`config.mk`:
```
export PLATFORM = sky130hd
export DESIGN_NAME = velocity_packet_parser_flat
export DESIGN_NICKNAME = d
export VERILOG_FILES = /design/src/design/vpp_pkg.sv /design/src/design/vpp_if.sv /design/src/design/vpp_parser.sv /design/src/design/velocity_packet_parser.sv /design/src/flat_wrapper.sv
export SDC_FILE = /design/constraint.sdc
export NUM_CORES = 1
export LEC_CHECK = 0
export ABC_AREA = 0
export BUFFER_PORTS_ARGS = -buffer_cell sky130_fd_sc_hd__buf_2
export CAP_MARGIN = 20
export CORE_MARGIN = 2
export CORE_UTILIZATION = 35
export CTS_BUF_LIST = sky130_fd_sc_hd__clkbuf_8 sky130_fd_sc_hd__clkbuf_16
export CTS_CLUSTER_DIAMETER = 150
export DETAILED_ROUTE_END_ITERATION = 16
export PLACE_DENSITY_LB_ADDON = 0.12
export SYNTH_ARGS = -nofsm -noshare
export SYNTH_HDL_FRONTEND = slang
export SYNTH_HIERARCHICAL = 1
export SYNTH_SLANG_ARGS = --single-unit
```
`constraint.sdc`:
```
create_clock -name clk -period 6.35 [get_ports clk]
set_input_delay 0.9525 -clock clk [delete_from_list [all_inputs] [get_ports clk]]
set_output_delay 0.9525 -clock clk [all_outputs]
set_load 0.02 [all_outputs]
```
`src/design/vpp_pkg.sv`:
```
`timescale 1ns / 1ps
`default_nettype none
// ----------------------------------------------------------------------------
// vpp_pkg
// Shared types and constants for the velocity packet parser.
// ----------------------------------------------------------------------------
package vpp_pkg;

  localparam logic [7:0] HEADER_BYTE  = 8'hFF;
  localparam logic [7:0] MOTION_CODE  = 8'h02;
  localparam logic [7:0] MIN_LENGTH   = 8'd4;
  localparam int         PAYLOAD_DEPTH = 6;
  localparam int         IDX_W        = $clog2(PAYLOAD_DEPTH + 1);
  localparam int         VEL_W        = 16;
  localparam int         CFG_DATA_W   = 16;

  localparam logic [7:0]  RESET_DEVICE_ID = 8'd1;
  localparam logic [15:0] RESET_TIMEOUT   = 16'd100;

  // Input item kinds
  localparam logic CMD_BYTE = 1'b0;
  localparam logic CMD_TICK = 1'b1;

  // Configuration register indexes
  localparam logic CFG_OWN_ID  = 1'b0;
  localparam logic CFG_TIMEOUT = 1'b1;

  // Parser phases, one-hot
  typedef enum logic [5:0] {
    PH_HUNT  = 6'b000001,
    PH_ID    = 6'b000010,
    PH_LEN   = 6'b000100,
    PH_FUNC  = 6'b001000,
    PH_DATA  = 6'b010000,
    PH_CHECK = 6'b100000
  } phase_t;

  // Per-byte outcome from the parser
  typedef struct packed {
    logic                    accepted;
    logic                    cks_err;
    logic signed [VEL_W-1:0] vel_x;
    logic signed [VEL_W-1:0] vel_y;
    logic signed [VEL_W-1:0] vel_z;
  } parse_result_t;

endpackage : vpp_pkg
`default_nettype wire

```
`src/design/vpp_if.sv`:
```
`timescale 1ns / 1ps
`default_nettype none
// ----------------------------------------------------------------------------
// vpp_in_if / vpp_out_if
// Valid/ready channels for the input items and the result items.
// ----------------------------------------------------------------------------
interface vpp_in_if;
  logic       valid;
  logic       ready;
  logic       cmd;
  logic [7:0] rx_byte;

  modport source (output valid, output cmd, output rx_byte, input ready);
  modport sink   (input valid, input cmd, input rx_byte, output ready);
endinterface : vpp_in_if

interface vpp_out_if;
  logic               valid;
  logic               ready;
  logic signed [15:0] linear_x_milli;
  logic signed [15:0] linear_y_milli;
  logic signed [15:0] angular_z_milli;
  logic               packet_accepted;
  logic               checksum_error;
  logic               command_live;

  modport source (output valid, output linear_x_milli, output linear_y_milli,
                  output angular_z_milli, output packet_accepted,
                  output checksum_error, output command_live, input ready);
  modport sink   (input valid, input linear_x_milli, input linear_y_milli,
                  input angular_z_milli, input packet_accepted,
                  input checksum_error, input command_live, output ready);
endinterface : vpp_out_if
`default_nettype wire

```
`src/design/vpp_parser.sv`:
```
`timescale 1ns / 1ps
`default_nettype none
// ----------------------------------------------------------------------------
// vpp_parser
// Byte-wise packet parser: header hunt, id/length/function check, payload
// capture and 8-bit sum checksum. Reports the outcome of each byte.
// ----------------------------------------------------------------------------
module vpp_parser (
  input  wire logic                  clk,
  input  wire logic                  rst,
  input  wire logic                  byte_valid,
  input  wire logic [7:0]            rx_byte,
  input  wire logic [7:0]            own_id,
  output vpp_pkg::parse_result_t     result
);
  import vpp_pkg::*;

  phase_t            phase, phase_next;
  logic [7:0]        pkt_len, pkt_len_next;
  logic [7:0]        pkt_func, pkt_func_next;
  logic [7:0]        remaining, remaining_next;
  logic [IDX_W-1:0]  data_idx, data_idx_next;
  logic [7:0]        run_sum, run_sum_next;
  logic [7:0]        payload [PAYLOAD_DEPTH];
  logic              payload_we;
  logic [7:0]        rem_dec;
  logic              accepted, cks_err;

  // Phase and field decode for the current byte
  always_comb begin
    phase_next     = phase;
    pkt_len_next   = pkt_len;
    pkt_func_next  = pkt_func;
    remaining_next = remaining;
    data_idx_next  = data_idx;
    run_sum_next   = run_sum;
    payload_we     = 1'b0;
    accepted       = 1'b0;
    cks_err        = 1'b0;
    rem_dec        = (remaining != 8'd0) ? remaining - 8'd1 : remaining;
    if (byte_valid) begin
      unique case (phase)
        PH_HUNT: begin
          if (rx_byte == HEADER_BYTE) begin
            run_sum_next = rx_byte;
            phase_next   = PH_ID;
          end
        end
        PH_ID: begin
          if (rx_byte == own_id) begin
            run_sum_next = run_sum + rx_byte;
            phase_next   = PH_LEN;
          end else begin
            phase_next = PH_HUNT;
          end
        end
        PH_LEN: begin
          pkt_len_next = rx_byte;
          run_sum_next = run_sum + rx_byte;
          phase_next   = (rx_byte <= MIN_LENGTH) ? PH_HUNT : PH_FUNC;
        end
        PH_FUNC: begin
          pkt_func_next  = rx_byte;
          run_sum_next   = run_sum + rx_byte;
          remaining_next = pkt_len - MIN_LENGTH;
          data_idx_next  = '0;
          phase_next     = PH_DATA;
        end
        PH_DATA: begin
          // store the first bytes, count the rest only toward the sum
          payload_we = (data_idx < IDX_W'(PAYLOAD_DEPTH));
          if (data_idx < IDX_W'(PAYLOAD_DEPTH)) begin
            data_idx_next = data_idx + 1'b1;
          end
          run_sum_next   = run_sum + rx_byte;
          remaining_next = rem_dec;
          if (rem_dec == 8'd0) begin
            phase_next = PH_CHECK;
          end
        end
        PH_CHECK: begin
          if (run_sum == rx_byte) begin
            accepted = (pkt_func == MOTION_CODE) && (data_idx == IDX_W'(PAYLOAD_DEPTH));
          end else begin
            cks_err = 1'b1;
          end
          phase_next = PH_HUNT;
        end
        default: begin
          phase_next = PH_HUNT;
        end
      endcase
    end
  end

  // Hold parser state
  always_ff @(posedge clk) begin
    if (rst) begin
      phase     <= PH_HUNT;
      pkt_len   <= '0;
      pkt_func  <= '0;
      remaining <= '0;
      data_idx  <= '0;
      run_sum   <= '0;
    end else begin
      phase     <= phase_next;
      pkt_len   <= pkt_len_next;
      pkt_func  <= pkt_func_next;
      remaining <= remaining_next;
      data_idx  <= data_idx_next;
      run_sum   <= run_sum_next;
    end
  end

  // Capture payload bytes
  always_ff @(posedge clk) begin
    if (payload_we) begin
      payload[data_idx[IDX_W-1:0]] <= rx_byte;
    end
  end

  // Little-endian velocity words from the stored payload
  always_comb begin
    result.accepted = accepted;
    result.cks_err  = cks_err;
    result.vel_x    = {payload[1], payload[0]};
    result.vel_y    = {payload[3], payload[2]};
    result.vel_z    = {payload[5], payload[4]};
  end

endmodule : vpp_parser
`default_nettype wire

```
`src/design/velocity_packet_parser.sv`:
```
`timescale 1ns / 1ps
`default_nettype none
// ----------------------------------------------------------------------------
// velocity_packet_parser
// Serial motion-packet parser with a millisecond command watchdog.
//
//   channel   dir  payload                                  transfer when
//   in_ch     in   cmd, rx_byte                             valid && ready
//   out_ch    out  three velocities, accepted, cks error,   valid && ready
//                  command live
//   cfg       in   cfg_we, cfg_index, cfg_data              cfg_we
//
// One item per cycle unless stalled; each accepted item's result is in the
// output register in the next cycle. The input is ready whenever the
// output register is empty or being drained in the same cycle, so a
// stalled output stops intake after one item. Synchronous reset returns
// to header hunt with zero velocities, id 1 and a timeout of 100 ticks.
// ----------------------------------------------------------------------------
module velocity_packet_parser (
  input  wire logic                         clk,
  input  wire logic                         rst,
  vpp_in_if.sink                            in_ch,
  vpp_out_if.source                         out_ch,
  input  wire logic                         cfg_we,
  input  wire logic                         cfg_index,
  input  wire logic [vpp_pkg::CFG_DATA_W-1:0] cfg_data
);
  import vpp_pkg::*;

  logic [7:0]              own_id;
  logic [15:0]             timeout;
  logic [15:0]             ticks, ticks_next;
  logic signed [VEL_W-1:0] vel [3];
  logic signed [VEL_W-1:0] vel_next [3];
  logic                    take;
  logic                    is_tick;
  logic                    live_next;
  parse_result_t           pres;

  assign take          = in_ch.valid && in_ch.ready;
  assign is_tick       = (in_ch.cmd == CMD_TICK);
  assign in_ch.ready   = !out_ch.valid || out_ch.ready;

  // Configuration registers
  always_ff @(posedge clk) begin
    if (rst) begin
      own_id  <= RESET_DEVICE_ID;
      timeout <= RESET_TIMEOUT;
    end else if (cfg_we) begin
      case (cfg_index)
        CFG_OWN_ID:  own_id  <= cfg_data[7:0];
        CFG_TIMEOUT: timeout <= cfg_data[15:0];
        default:     ;
      endcase
    end
  end

  vpp_parser u_parser (
    .clk        (clk),
    .rst        (rst),
    .byte_valid (take && !is_tick),
    .rx_byte    (in_ch.rx_byte),
    .own_id     (own_id),
    .result     (pres)
  );

  // Watchdog count and velocity update
  always_comb begin
    ticks_next = ticks;
    vel_next   = vel;
    if (take && is_tick) begin
      if (ticks != 16'hFFFF) begin
        ticks_next = ticks + 16'd1;
      end
    end else if (pres.accepted) begin
      ticks_next  = '0;
      vel_next[0] = pres.vel_x;
      vel_next[1] = pres.vel_y;
      vel_next[2] = pres.vel_z;
    end
    live_next = (ticks_next <= timeout);
    if (!live_next) begin
      vel_next[0] = '0;
      vel_next[1] = '0;
      vel_next[2] = '0;
    end
  end

  always_ff @(posedge clk) begin
    if (rst) begin
      ticks <= '0;
      vel   <= '{default: '0};
    end else if (take) begin
      ticks <= ticks_next;
      vel   <= vel_next;
    end
  end

  // Result register
  always_ff @(posedge clk) begin
    if (rst) begin
      out_ch.valid <= 1'b0;
    end else if (take) begin
      out_ch.valid <= 1'b1;
    end else if (out_ch.ready) begin
      out_ch.valid <= 1'b0;
    end
  end

  always_ff @(posedge clk) begin
    if (take) begin
      out_ch.linear_x_milli  <= vel_next[0];
      out_ch.linear_y_milli  <= vel_next[1];
      out_ch.angular_z_milli <= vel_next[2];
      out_ch.packet_accepted <= pres.accepted;
      out_ch.checksum_error  <= pres.cks_err;
      out_ch.command_live    <= live_next;
    end
  end

  // A byte never both completes a packet and fails its checksum
  a_flags_exclusive: assert property (@(posedge clk) disable iff (rst)
    out_ch.valid |-> !(out_ch.packet_accepted && out_ch.checksum_error))
    else $error("accepted and checksum error both set");

  // Tick items raise no packet flags
  a_tick_no_flags: assert property (@(posedge clk) disable iff (rst)
    (take && is_tick) |=> (!out_ch.packet_accepted && !out_ch.checksum_error))
    else $error("flag raised on tick item");

  // An expired command reports zero velocities
  a_expired_zero: assert property (@(posedge clk) disable iff (rst)
    (out_ch.valid && !out_ch.command_live) |->
      (out_ch.linear_x_milli == '0 && out_ch.linear_y_milli == '0 &&
       out_ch.angular_z_milli == '0))
    else $error("velocity nonzero after timeout");

  // An accepted packet restarts the watchdog
  a_accept_live: assert property (@(posedge clk) disable iff (rst)
    (out_ch.valid && out_ch.packet_accepted) |-> (ticks == 16'd0))
    else $error("watchdog not restarted");

endmodule : velocity_packet_parser
`default_nettype wire
```
`src/flat_wrapper.sv`:
```
// flat-port wrapper written by rule: the top's interface ports become plain ports
module velocity_packet_parser_flat import vpp_pkg::*;
  (clk, rst, cfg_we, cfg_index, cfg_data, in_ch_valid, in_ch_cmd, in_ch_rx_byte, in_ch_ready, out_ch_valid, out_ch_linear_x_milli, out_ch_linear_y_milli, out_ch_angular_z_milli, out_ch_packet_accepted, out_ch_checksum_error, out_ch_command_live, out_ch_ready);
  vpp_in_if in_ch_i ();
  vpp_out_if out_ch_i ();
  input  wire logic clk;
  input  wire logic rst;
  input  wire logic cfg_we;
  input  wire logic cfg_index;
  input  wire logic [vpp_pkg::CFG_DATA_W-1:0] cfg_data;
  input wire logic [$bits(in_ch_i.valid)-1:0] in_ch_valid;
  input wire logic [$bits(in_ch_i.cmd)-1:0] in_ch_cmd;
  input wire logic [$bits(in_ch_i.rx_byte)-1:0] in_ch_rx_byte;
  output wire logic [$bits(in_ch_i.ready)-1:0] in_ch_ready;
  output wire logic [$bits(out_ch_i.valid)-1:0] out_ch_valid;
  output wire logic [$bits(out_ch_i.linear_x_milli)-1:0] out_ch_linear_x_milli;
  output wire logic [$bits(out_ch_i.linear_y_milli)-1:0] out_ch_linear_y_milli;
  output wire logic [$bits(out_ch_i.angular_z_milli)-1:0] out_ch_angular_z_milli;
  output wire logic [$bits(out_ch_i.packet_accepted)-1:0] out_ch_packet_accepted;
  output wire logic [$bits(out_ch_i.checksum_error)-1:0] out_ch_checksum_error;
  output wire logic [$bits(out_ch_i.command_live)-1:0] out_ch_command_live;
  input wire logic [$bits(out_ch_i.ready)-1:0] out_ch_ready;
  assign in_ch_i.valid = in_ch_valid;
  assign in_ch_i.cmd = in_ch_cmd;
  assign in_ch_i.rx_byte = in_ch_rx_byte;
  assign in_ch_ready = in_ch_i.ready;
  assign out_ch_valid = out_ch_i.valid;
  assign out_ch_linear_x_milli = out_ch_i.linear_x_milli;
  assign out_ch_linear_y_milli = out_ch_i.linear_y_milli;
  assign out_ch_angular_z_milli = out_ch_i.angular_z_milli;
  assign out_ch_packet_accepted = out_ch_i.packet_accepted;
  assign out_ch_checksum_error = out_ch_i.checksum_error;
  assign out_ch_command_live = out_ch_i.command_live;
  assign out_ch_i.ready = out_ch_ready;
  velocity_packet_parser u_core (.clk(clk), .rst(rst), .in_ch(in_ch_i), .out_ch(out_ch_i), .cfg_we(cfg_we), .cfg_index(cfg_index), .cfg_data(cfg_data));
endmodule
```
* After elaboration in Yosys (flattened, before gate mapping)
Memories as Yosys holds them, arrays and structs flattened. Index checks and enable logic that the tools add are counted.
Word-level totals: output and inout bits 53, memory bits (read-only) 0, bits in registers 181, memories kept 1, bits in latches 0, memory bits (writable) 48, input bits 31
Memories:
- u_core.u_parser.payload | words 6, bits a word 8, read ports 6, clocked after memory_dff 0, wr ports 1, line vpp_parser.sv:24 | logic [7:0] payload [PAYLOAD_DEPTH];
Operators by class: bitwise gates (word level) 1, multiplexer cells 28, $lt $le $gt $ge 3, shift-type cells 0, divide/modulo/power cells 0, add/sub/neg operators 5, $mul 0, reduce and logical (&&, ||, !) cells 22, equality and inequality tests 16
Operators with widths (count):
- two-way mux 48 bit | 3
- two-way mux 16 bit | 3
- one-hot mux 6 bit (5 select lines) | 1
- two-way mux 8 bit | 3
- one-hot mux 8 bit (3 select lines) | 1
- adder 16 x 1 -> 16 bit, second input constant | 1
- == test 8 bit | 2
- less-or-equal comparator 16 bit | 1
- inequality test 16 bit, second input constant | 1
- one-hot mux 8 bit (2 select lines) | 1
- two-way mux 6 bit | 2
- AND reduction 2 bit | 6
- two-way mux 1 bit | 10
- adder 8 bit | 1
- == test 8 x 2 -> 1 bit, second input constant | 1
- == test 8 bit, second input constant | 1
- less-or-equal comparator 8 x 3 -> 1 bit, second input constant | 1
- zero test 8 bit | 1
- inequality test 2 bit, second input constant | 4
- nonzero test 8 bit | 1
- subtractor 8 x 1 -> 8 bit, second input constant | 1
- subtractor 8 x 3 -> 8 bit, second input constant | 1
- == test 6 x 1 -> 1 bit, second input constant | 1
- == test 6 x 2 -> 1 bit, second input constant | 1
- other kinds (19) | 26

* Logic depth before layout (Yosys ltp)
Gate-level depths: netlist of run 1.
word-level depth 9, gate-level depth with buffers 24, depth with buffers taken out 17

* By module
The synthesis of run 1 kept the hierarchy.
Modules (own cells, without submodules):
- velocity_packet_parser | times used 1, area an instance 6053.3 µm², cells each 642
- vpp_parser | times used 1, area an instance 4166.5 µm², cells each 387

* Worst setup path after synthesis of run 1
OpenSTA, ideal clock, no wires.
path type input to register, start input out_ch_ready, end register u_core.out_ch.angular_z_milli[0], data pin, arrival 4.927 ns, slack 1.167 ns, buffers on the path 8, required time 6.094 ns, library setup time 0.256 ns, stages 23, cell sequence nor2b_2 > inv_1 > nand2_1 > clkbuf_1 > nor2_1 > clkbuf_1 > nand4b_1 > nor4_1 > buf_4 > and2_1 > buf_2 > clkbuf_1 > nor2_1 > ha_1 > nand4_2 > nor4_1 > o21ai_1 > nand3_1 > and2_1 > buf_2 > buf_2 > buf_4 > a21oi_1
RTL lines:
- start: declaration | line flat_wrapper.sv:22 | input wire logic [$bits(out_ch_i.ready)-1:0] out_ch_ready;
- end signal: assignment | line velocity_packet_parser.sv:114 | out_ch.angular_z_milli <= vel_next[2];
- end: declaration | line vpp_if.sv:28 | output angular_z_milli, output packet_accepted,

==> flow_summary.json, run 1 <==
{
  "crit_arrival_ps": 5140,
  "ant_nets": 0,
  "worstReg2RegStart": "u_core/out_ch.valid",
  "async_reset_ff_share_pct": 0,
  "die_w_um": 175,
  "cp_slowest_cell": "and2_2",
  "power_per_cell_area_nw_per_um2": 273,
  "max_stage_delay_ps": 500,
  "dp_slack_ps": 933,
  "synth_edf_count": 99,
  "multi_input_area_um2": 4270,
  "path_max_fanout": 21,
  "final_common_cell": "nand2_1",
  "rows": 62,
  "rsz0062_at_grt": "no",
  "place.gp.congestion": 0.811,
  "slew_viol_final": 0,
  "die_h_um": 175,
  "final-seq-area_um2": 5580,
  "path_cells": "buf_2 -> ha_1 -> nor4_1 -> nand3_1 -> nor4_1 -> buf_4 -> o21ai_4 -> o211ai_1 -> o31ai_1 -> ha_1 -> nand4_1 -> nor4_1 -> o21ai_1 -> nand3_1 -> and2_2 -> buf_4 -> a21oi_1",
  "dr.pass1.iters": 4,
  "syn-num-nets": 1090,
  "overflow": 0,
  "holdPathStages": 2,
  "port_buffers": 83,
  "synth.avg_cell_area_um2": 9.93,
  "dp_hpwl_um": 16800,
  "drv_cap": 0,
  "core_um2": 28700,
  "layout_common_cells": "nand2_1, dfxtp_1, a21oi_1, edfxtp_1, buf_2",
  "synth_compound_area_share_pct": 15.3,
  "fin_crit_sh_pct": 76.8,
  "cpMostUsedCell": "nor4_1",
  "wl_per_cell_um": 17.2,
  "ctsHoldBuffers": 0,
  "clockBufferDepth": 3,
  "drive_gt1_share_pct": 15.4,
  "cts_tree": "built",
  "clk_latency_ps": 530,
  "vias_per_cell": 5.18,
  "grt_util_all_layers_pct": 16.7,
  "yosys_most_used_dff": "dfxtp_1",
  "period_needed_ps": 4880,
  "nFillCells": 2856,
  "setup_viol": 0,
  "synth.mux.area_fraction_pct": 2.64,
  "num-nets-final": 1167,
  "slew_headroom_pct": 34.9,
  "status": "finished, final reports clean",
  "cts.sinks": 229,
  "skew_ps": 16.1,
  "max_slew.worst_pin.slew_ps": 974,
  "ys_seq_elements": 229,
  "setup_tns_ps": 0,
  "synth_simple_gate_area_share_pct": 18.0,
  "post_cts_resized": 0,
  "min_path_type": "flop to flop",
  "clkTransAtPathRegs_ps": 60,
  "critPathKind": "input port to flop",
  "synth-adder-area-share_pct": 3.75,
  "drc": 0,
  "r2r_setup_slack_ps": 1700,
  "area_growth_pct": 16.5,
  "antenna_found_initial": 0,
  "io_pins": 84,
  "drtIter0Drc": 492,
  "num_vias": 7817,
  "hold_violations": 0,
  "grt_pass1_vias": 7310,
  "crit_start": "in_ch_rx_byte[3]",
  "synth_top_family_by_area": "simple AND/OR/NAND/NOR gates",
  "crit_required_ps": 6610,
  "synth_cell_types": 72,
  "floorplan.initialDensity_pct": 35.6,
  "rr_worst_depth": 20,
  "cts-root-buf": "clkbuf_16",
  "wl_um": 26000,
  "fmax_mhz": 205,
  "grt_max_degree": 51,
  "syn_inst": 1029,
  "yosysWarningCount": 6,
  "start_kind": "input port",
  "netlist_area_um2": 10200,
  "ys_seq_area_share_pct": 54.6,
  "end_kind": "flop",
  "rr_endpoint": "u_core/out_ch.linear_y_milli[3]",
  "setup_ws_ps": 1470,
  "p_leak_uw": 0.00451,
  "numCtsBuffers": 26,
  "synth_xor_area_share_pct": 1.80,
  "worstHoldStart": "u_core/timeout[11]",
  "vdd_drop_max_mv": 0.211,
  "holdPathEnd": "u_core/timeout[11]",
  "cts_setup_buffers": 0,
  "diodes": 0,
  "grt_pass1_wl_um": 40800,
  "dieArea_um2": 30600,
  "h-tree-depth": 1
}
-- power breakdown --
group          switching [uW]  internal [uW]
logic                     134           52.1
registers                10.5           1560
clock network             599            897
total                     744           2510
-- worst max-delay path: cells and delay by family --
kind / cells / cell delay (ps)
adders and majority gates: 2 / 650
buffers and inverters: 3 / 860
and+or+nand+nor: 7 / 1960
AOI/OAI and AO/OA: 5 / 660
-- how the worst max path moves through the flow --
stage | to | slack [ps] | depth (start not counted)
final | u_core/out_ch.linear_y_milli[3] | 1470 | 17
after floorplan | u_core/out_ch.angular_z_milli[0] | 1170 | 23
after detailed placement | u_core/out_ch.linear_y_milli[3] | 930 | 17
after global routing | u_core/out_ch.linear_y_milli[6] | 900 | 17
after global placement | u_core/vel[19] | 1030 | 17
after CTS | u_core/out_ch.linear_y_milli[3] | 1470 | 17
-- routing by layer --
metal	global-route usage [%]	part of all wire (%)	vias up
met5	0	0	-
met4	4.03	1.9	0
met3	2.68	5.1	35
met2	26.6	44	187
met1	23.7	49	3758
li1	-	-	3837
-- area by class of cell --
type	instances	share of cell area [%]
flip-flops and latches	229	46.8
clock buffers	31	6.14
inverters	34	1.07
multi-input cells	710	35.9
well taps	384	4.04
clock inverters	17	1.16
repair buffers	105	4.88
-- flip-flops by register name, indices dropped and copies added (netlist names), 16 cells and up --
name and flops:
u_core/u_parser/payload 48, u_core/vel 48, u_core/out_ch.angular_z_milli 16, u_core/out_ch.linear_x_milli 16, u_core/out_ch.linear_y_milli 16, u_core/ticks 16, u_core/timeout 16
-- cell usage after synthesis (all sizes together), types with 3 or more instances --
library cell	count	area (um2)
xor2	11	96.3
buf	24	154
a21oi	113	569
or4	5	48.8
nand3b	7	52.6
or2	3	18.8
nand4b	3	26.3
o21a	3	22.5
or4b	3	30.0
nand2	212	796
inv	34	128
nor2	59	236
and3	6	37.5
nor4	13	81.3
nor3	24	125
dfxtp	130	2600
mux2	5	60.1
nand3	20	105
a31oi	7	58.8
o211a	3	30.0
or3	5	31.3
nand4	7	50.1
ha	29	363
o21ai	24	124
and2	7	43.8
xnor2	10	87.6
nor2b	9	58.8
a211oi	6	45.0
o211ai	6	45.0
a22o	48	420
edfxtp	99	2970
mux2i	21	210
clkbuf	32	120
nand2b	6	37.5
o2111ai	3	26.3
-- stage by stage --
step	area (um2)	utilization, %	power, uW	hold slack (ps)	std cells
after global routing	11900	41.5	3380	474	1510
final	11900	41.5	3250	453	1510
after global placement	11000	38.4	1790	441	1462
after floorplan	10200	-	1710	431	1029
after detailed placement	11000	38.4	1790	448	1462
after CTS	11900	41.5	3300	456	1510
-- logic make-up after synthesis --
group,Yosys count
DFF,229
adders and majority gates,30
muxes,26
xor gates and xnor gates,21
and+or+nand+nor,396
buffers and inverters,90
AOI/OAI and AO/OA,237
No activity file was read; power rests on OpenSTA's default activity.
==> run 2, diff against run 1 <==
==> constraint.sdc (replaced) <==
create_clock -name clk -period 4.3 [get_ports clk]
set_input_delay 0.645 -clock clk [delete_from_list [all_inputs] [get_ports clk]]
set_output_delay 0.645 -clock clk [all_outputs]
set_load 0.02 [all_outputs]
==> flow_summary.json, run 2 (same netlist as run 1, synthesis figures left out) <==
{
  "clkTransAtPathRegs_ps": 60,
  "skew_ps": 11.0,
  "grt_util_all_layers_pct": 17.1,
  "die_w_um": 175,
  "drc": 0,
  "worstReg2RegStart": "u_core/u_parser/run_sum[3]",
  "rows": 62,
  "port_buffers": 83,
  "final_common_cell": "nand2_1",
  "layout_common_cells": "nand2_1, dfxtp_1, a21oi_1, edfxtp_1, buf_2",
  "placed_cells": 1482,
  "design_area_um2": 12100,
  "drv_cap": 0,
  "setup_viol": 0,
  "worstHoldStart": "cfg_data[2]",
  "grt_max_degree": 51,
  "holdPathStages": 3,
  "cts_tree": "built",
  "area_growth_pct": 18.5,
  "p_leak_uw": 0.00464,
  "drtIter0Drc": 442,
  "final-seq-area_um2": 5580,
  "critPathKind": "flop to flop",
  "rr_endpoint": "u_core/vel[4]",
  "ctsHoldBuffers": 0,
  "holdPathEnd": "u_core/timeout[2]",
  "path_max_fanout": 24,
  "core_um2": 28700,
  "crit_required_ps": 4750,
  "multi_input_area_um2": 4320,
  "overflow": 0,
  "crit_arrival_ps": 4480,
  "antenna_found_initial": 0,
  "drive_gt1_share_pct": 17.3,
  "io_pins": 84,
  "status": "finished, final reports clean",
  "vias_per_cell": 5.07,
  "cts.sinks": 229,
  "wl_um": 26500,
  "holdWs_ps": 366,
  "power_per_cell_area_nw_per_um2": 384,
  "min_path_type": "input port to flop",
  "fmax_mhz": 248,
  "fin_cells": 1530,
  "grt_pass1_vias": 7384,
  "slew_viol_final": 0,
  "hold_violations": 0,
  "place.gp.congestion": 0.835,
  "floorplan.initialDensity_pct": 35.6,
  "r2r_setup_slack_ps": 270,
  "rr_worst_depth": 20,
  "dr.pass1.iters": 5,
  "slew_headroom_pct": 32.3,
  "vdd_drop_max_mv": 0.256,
  "nFillCells": 2858,
  "h-tree-depth": 1,
  "clk_latency_ps": 510,
  "cts-root-buf": "clkbuf_16",
  "placed_area_um2": 11300,
  "ant_nets": 0,
  "numCtsBuffers": 25,
  "start_kind": "flop",
  "num_vias": 7750,
  "diodes": 0,
  "die_h_um": 175,
  "dieArea_um2": 30600,
  "dp_hpwl_um": 16900,
  "wl_per_cell_um": 17.3,
  "fin_crit_sh_pct": 93.7,
  "grt_pass1_wl_um": 42000,
  "clockBufferDepth": 3,
  "num-nets-final": 1189,
  "max_slew.worst_pin.slew_ps": 1020,
  "period_needed_ps": 4030,
  "end_kind": "flop"
}
## run 2: timing repair
item	in CTS	in global routing
setup endpoints to repair	0	49
resized for setup	0	10
buffers inserted	0	1
## run 2: metrics by stage
| stage | setup slack, ps | setup TNS (ps) | util (%) | total power (uW) |
|---|---|---|---|---|
| 6_report | 269 | 0 | 42.2 | 4650 |
| 5_1_grt | -28.4 | -397 | 42.2 | 4830 |
| 3_5_place_dp | -194 | -11140 | 39.2 | 2670 |
| 2_1_floorplan | 26.9 | 0 | - | 2530 |
| 3_3_place_gp | -230 | -12980 | 39.2 | 2670 |
| 4_1_cts | 250 | 0 | 42.0 | 4720 |
## run 2: critical path, stage by stage (launching register included)
cell and delay, ps:
dfxtp_1 320, ha_1 290, nor4_1 270, buf_4 160
nand3_1 130, nor4_2 300, buf_4 180, and2_2 240
buf_4 140, nor2_1 50, nand2_1 60, nand2_1 100
ha_1 310, nand2b_1 70, a21oi_1 60, o21ai_1 200
nand3_2 150, a2111oi_4 360, buf_4 200, buf_8 210
a22o_1 150
## run 2: cell type report
type / instances / area share, %
well taps: 384 / 3.97
inverters: 34 / 1.05
flip-flops and latches: 229 / 46.0
multi-input cells: 710 / 35.7
repair buffers: 128 / 6.84
clock inverters: 15 / 0.723
clock buffers: 30 / 5.73
## run 2: worst max-delay path by stage
stage	from	end	slack [ps]	cells after the start
2_1_floorplan	out_ch_ready	u_core/out_ch.angular_z_milli[7]	30	23
4_1_cts	u_core/ticks[1]	u_core/vel[35]	250	15
3_3_place_gp	in_ch_rx_byte[3]	u_core/vel[28]	-230	18
5_1_grt	u_core/u_parser/run_sum[4]	u_core/vel[26]	-30	19
3_5_place_dp	in_ch_rx_byte[3]	u_core/vel[35]	-190	19
6_report	u_core/u_parser/run_sum[3]	u_core/vel[4]	270	20
## run 2: layer usage
| layer | wire [um] | vias to the layer above | track usage (%) |
|---|---|---|---|
| li1 | - | 3879 | - |
| met1 | 12800 | 3674 | 24.5 |
| met2 | 12200 | 167 | 27.9 |
| met3 | 1160 | 30 | 2.22 |
| met4 | 394 | 0 | 3.51 |
| met5 | 0 | - | 0 |
## run 2: where the power goes
| part | internal, uW | switching, uW | leakage, uW |
|---|---|---|---|
| Sequential | 2300 | 14.6 | 0.00199 |
| Combinational | 93.2 | 205 | 0.00223 |
| Clock | 1190 | 843 | 0.000420 |
